### config.mk
export PLATFORM = sky130hd
export DESIGN_NAME = mvm_ctrl
export DESIGN_NICKNAME = d
export VERILOG_FILES = /design/src/hw/rtl/mvm_pkg.sv /design/src/hw/rtl/mvm_ctrl.sv
export SDC_FILE = /design/constraint.sdc
export NUM_CORES = 1
export LEC_CHECK = 0
export ABC_AREA = 1
export BUFFER_PORTS_ARGS = -buffer_cell sky130_fd_sc_hd__buf_2
export CELL_PAD_IN_SITES_DETAIL_PLACEMENT = 1
export CELL_PAD_IN_SITES_GLOBAL_PLACEMENT = 2
export CORE_AREA = 4 4 41 43
export DETAILED_ROUTE_END_ITERATION = 7
export DIE_AREA = 0 0 45 47
export PLACE_DENSITY = 0.64
export SYNTH_ARGS = -nofsm -noshare
export SYNTH_HDL_FRONTEND = slang
export SYNTH_SLANG_ARGS = --single-unit
### constraint.sdc
create_clock -name i_clk -period 1.3 [get_ports i_clk]
set_clock_uncertainty 0.2 [all_clocks]
set_input_delay 0.26 -clock i_clk [delete_from_list [all_inputs] [get_ports i_clk]]
set_output_delay 0.26 -clock i_clk [all_outputs]
set_load 0.05 [all_outputs]
### src/hw/rtl/mvm_pkg.sv
// package: sizes, codes, state type and control structs of the matrix-vector multiplier
`timescale 1ns / 1ps
package mvm_pkg;

    localparam int MAX_COLS   = 1024;
    localparam int ADDR_W     = $clog2(MAX_COLS);
    localparam int COL_W      = $clog2(MAX_COLS + 1);
    localparam int NCOLS_W    = 11;
    localparam int CNT_W      = (COL_W > NCOLS_W) ? COL_W : NCOLS_W;
    localparam int ROW_W      = 16;
    localparam int VAL_W      = 16;
    localparam int PROD_W     = 2 * VAL_W;
    localparam int SUM_W      = 48;
    localparam int CFG_DATA_W = 16;

    typedef enum logic {
        CMD_LOAD   = 1'b0,
        CMD_MATRIX = 1'b1
    } t_cmd;

    typedef enum logic {
        CFG_NUM_ROWS = 1'b0,
        CFG_NUM_COLS = 1'b1
    } t_cfg_idx;

    typedef enum logic [1:0] {
        ST_IDLE,
        ST_MUL,
        ST_ACC
    } t_state;

    typedef struct packed {
        logic load_we;
        logic mat_start;
        logic mul_en;
        logic acc_en;
        logic emit;
    } t_dp_cmd;

    typedef struct packed {
        logic row_end;
        logic out_free;
    } t_dp_sts;

endpackage

### src/hw/rtl/mvm_ctrl.sv
// controller: sequences one beat at a time; a matrix beat goes through read, multiply and accumulate
`timescale 1ns / 1ps
module mvm_ctrl (
    input  logic              i_clk,
    input  logic              i_rst_n,
    input  logic              i_in_valid,
    input  mvm_pkg::t_cmd     i_in_command,
    input  mvm_pkg::t_dp_sts  i_sts,
    output logic              o_in_ready,
    output mvm_pkg::t_dp_cmd  o_cmd
);
    import mvm_pkg::*;

    t_state r_state;
    t_state n_state;
    logic   w_accept;

    assign w_accept = i_in_valid && (r_state == ST_IDLE);

    always_ff @(posedge i_clk) begin
        if (!i_rst_n) begin
            r_state <= ST_IDLE;
        end else begin
            r_state <= n_state;
        end
    end

    always_comb begin
        n_state = r_state;
        case (r_state)
            ST_IDLE: begin
                if (w_accept && i_in_command == CMD_MATRIX) begin
                    n_state = ST_MUL;
                end
            end
            ST_MUL: begin
                n_state = ST_ACC;
            end
            ST_ACC: begin
                if (!i_sts.row_end || i_sts.out_free) begin
                    n_state = ST_IDLE;
                end
            end
            default: begin
                n_state = ST_IDLE;
            end
        endcase
    end

    always_comb begin
        o_in_ready = 1'b0;
        o_cmd      = '0;
        case (r_state)
            ST_IDLE: begin
                o_in_ready      = 1'b1;
                o_cmd.load_we   = w_accept && i_in_command == CMD_LOAD;
                o_cmd.mat_start = w_accept && i_in_command == CMD_MATRIX;
            end
            ST_MUL: begin
                o_cmd.mul_en = 1'b1;
            end
            ST_ACC: begin
                o_cmd.acc_en = !i_sts.row_end;
                o_cmd.emit   = i_sts.row_end && i_sts.out_free;
            end
            default: begin
                o_in_ready = 1'b0;
            end
        endcase
    end

endmodule

# == Word level (Yosys, flattened, before mapping) ==
# Index checks and enable logic that the tools add are counted.
# word_totals
wordCells,21
register_bits,2
in_bits,6
output_inout_bits,6
# op_classes
n_mux,7
eq_ne,4
n_bitwise,1
n_reduce_logical,8
# ops
cell,n
2-bit two-way mux,4
2-bit case mux with 3 select lines,1
1-bit logical AND,4
"2-bit by 1-bit == test with 1-bit output, second input constant",1
"2-bit == test, second input constant",1
2-bit logical NOT,1
1-bit two-way mux,2
"2-bit by 1-bit != test with 1-bit output, second input constant",1
"2-bit != test, second input constant",1
2-bit AND reduction,1
1-bit logical NOT,1
1-bit logical OR,1
1-bit inverter,1

# == Depth between registers and ports, before layout ==
# depth
ltp_word,5
mapped_depth,4
mapped_depth_nobuf,4

# == Worst setup path after synthesis ==
# No wires, ideal clock.
# synth_timing
kind,register -> output
from,register r_state[0]
to,output port o_cmd[3] (netlist name)
arrival_ns,1.597
path_stages_with_launch,4
path_buffers,0
path_slack_ns,-0.757
path_cell_list,dfxtp_1 -> nor2_2 -> nand2_2 -> nor2_1
# synth_rtl
item,line_no,rtl
start: declaration,mvm_ctrl.sv:14,t_state r_state;
start signal: assignment,mvm_ctrl.sv:24,r_state <= n_state;
end: declaration,mvm_ctrl.sv:10,output mvm_pkg::t_dp_cmd o_cmd

==> flow_summary.yaml <==
detailed_routing:
  wire_per_inst_microns: 8.64
  vias: 185
  drt_iter0_drc: 0
  routed_wl_microns: 458
  drt_first_pass_iters: 1
  vias_per_cell: 3.49
  drcViolationCount: 0
  drtAntennaViolNets: 0
setup_path:
  critPathArrivalTime_ns: 1.04
  cp-start-kind: "flop"
  cp-end-kind: "primary output"
  worstPathRequired_ns: 0.84
  reg2regPathDepth: 4
  worstSetupPathType: "flop to primary output"
  timing.rr.end: "r_state[0]$_SDFFE_PN0P_"
  reg2reg_slack_ns: 0.27
  startpoint: "r_state[1]$_SDFFE_PN0P_"
  cp_max_fo: 2
  reg2reg_from: "r_state[0]$_SDFFE_PN0P_"
sta:
  rsz0062_at_grt: "true"
  slew_headroom_pct: 90.2
  fin_crit_sh_pct: 115
  drv_slew: 0
  fin_crit_ns: 1.50
  setup_viol: 6
  fin_ws_ns: -0.198
  max_freq_ghz: 0.668
  finalHoldViolations: 0
  tightestPinTransition_ns: 0.148
clocking:
  cts_made_buffers: 3
  cts_tree: "done"
  cts.sinks: 2
  clk_pin_slew_ns: 0.03
  htreeDepth: 1
  cts_hold_buf: 0
  cts.path.max_buffers: 2
  clock_latency_ns: 0.22
  cts-root-buf: "clkbuf_4"
die:
  dieArea_sq_um: 2120
  core.rowCount: 13
  core_sq_um: 1300
  die_y_microns: 47
  ios: 12
  start_util_pct: 10.0
  fp.dieW_microns: 45
global_routing:
  grt_pass1_wl_microns: 779
  grt.busiest_layer: "met4"
  grt_max_degree: 4
  met1_usage_pct: 5.43
  grt_pass1_vias: 187
  antenna_found_initial: 0
  grt_overflow: 0
  grt_use_met2_pct: 7.91
  grtUsageTotal_pct: 6.31
  gr-usage-met3_pct: 2.68
synth:
  yosysWarnings: 0
  syn_area_per_cell_sq_um: 6.20
  ys_seq_area_share_pct: 30.8
  yosys.area.top_type: "dfxtp_1"
  yosysMostFrequentCell: "inv_1"
  synth_common_cells: "inv_1, nor2_1, nand2_1, dfxtp_1, nor2_2"
  yosys_register_bits: 2
  async_flop_share_pct: 0
  synthDistinctLibCells: 8
  synth_edf_count: 0
  ys_top_cells_by_area: "dfxtp_1, inv_1, nor2_1, nor2_2, nand2_1"
  synth_cells: 21
  synth-main-ff-cell: "dfxtp_1"
  synthDominantCellAreaShare_pct: 30.8
  synthesis.area_sq_um: 130
  synth_nets: 27
final_layout:
  top_regs: "r_state x2"
  area_growth_pct: 163
  nNetsFinal: 46
  post-route-util_pct: 26.3
  largest_reg_flops: 2
  diodes: 0
  top_register: "r_state"
  drive_gt1_share_pct: 81.6
flow_run:
  cap_violations: 0
pwr:
  clock_power_share_pct: 45.6
  power_density_nw_per_um2: 878
  power_leakage_uw: 0.000160
  finalPower_uw: 301
  switchingPower_uw: 97.5
  seq_power_share_pct: 22.2
  internal_power_uw: 204
  irDropWorstVdd_mv: 0.212
  swShare_pct: 32.4
  power.share.combinational_pct: 32.2
status:
  violations: "setup timing"
  status: "complete, but fails checks"
place:
  gp_congestion: 0.631
  io_buffers: 11
  dp_hpwl_microns: 325
  dp_slack_ns: -0.0950
min_path:
  whs_endpoint: "r_state[1]$_SDFFE_PN0P_"
  hold_depth: 3
  hp-class: "primary input to flop"
  min-delay-start: "i_rst_n"
## metal layers
metal | wire length (microns) | part of all wire, % | vias to the layer above
li1 | - | - | 93
met5 | 0 | 0 | -
met2 | 235 | 51 | 7
met1 | 165 | 36 | 83
met3 | 32 | 7.0 | 2
met4 | 25 | 5.5 | 0
## cells in the final DEF (no fill, tap or decap)
cell      netlist  layout
buf_4           0       4
inv_1           6       4
dfxtp_2         0       1
nor2_1          5       1
nand2_4         0       1
nor3_2          1       1
buf_8           0       2
nand2_1         3       2
buf_2           0       5
dfxtp_4         0       1
buf_6           0       3
inv_2           0       2
nor2_4          0       6
clkbuf_4        0       3
nand2_2         1       1
a21oi_2         1       1
## repair_timing
| action | 4_1_cts | 5_1_grt |
|---|---|---|
| endpoints found under the setup margin | 6 | 6 |
| setup buffers | 1 | 0 |
| pin swaps | 1 | 0 |
| gates resized for setup | 15 | 3 |
## worst max path at each step
stage,slack (ns),endpoint
detailed placement,-0.09,o_cmd[0]
finish,-0.20,o_cmd[0]
floorplan,-0.21,o_cmd[3]
CTS,-0.21,o_cmd[0]
global placement,-0.09,o_cmd[0]
global route,-0.26,o_cmd[0]
## per-stage QoR
| step | TNS, ns | instances | hold slack (ns) | area, sq um |
|---|---|---|---|---|
| final | -0.977 | 53 | 0.0915 | 343 |
| after floorplan | -0.405 | 21 | 0.208 | 173 |
| after global placement | -0.220 | 49 | 0.326 | 262 |
| after detailed placement | -0.228 | 49 | 0.327 | 262 |
| after CTS | -1.06 | 53 | 0.0867 | 333 |
| after global routing | -1.32 | 53 | 0.0998 | 343 |
## critical path, cell delays in order, from the launching register on
cell and delay [ns]:
dfxtp_2 0.34, inv_2 0.05, nor2_4 0.11, inv_2 0.07, nor2_4 0.08, buf_6 0.16
## power groups by stage
stage | clock (uW) | combinational, uW | sequential [uW]
global route | 158 | 104 | 67.1
CTS | 149 | 94.2 | 68.3
global placement | 0 | 80.8 | 68.2
floorplan | 0 | 55.7 | 67.9
detailed placement | 0 | 80.9 | 68.2
finish | 137 | 97.0 | 66.9
## area by class of cell
type,count,area [sq um]
Clock buffer,3,22.5
Fill cell,171,958
Inverter,6,22.5
Multi-Input combinational cell,13,115
Sequential cell,2,45.0
Tap cell,15,18.8
Timing Repair Buffer,14,119
## kinds of logic after synthesis
group	count (synthesis)	share of synthesized area, %
AOI/OAI and AO/OA	1	6.73
buffers and inverters	6	17.3
DFF	2	30.8
and+or+nand+nor	12	45.2
(Power assumes the default switching activity.)
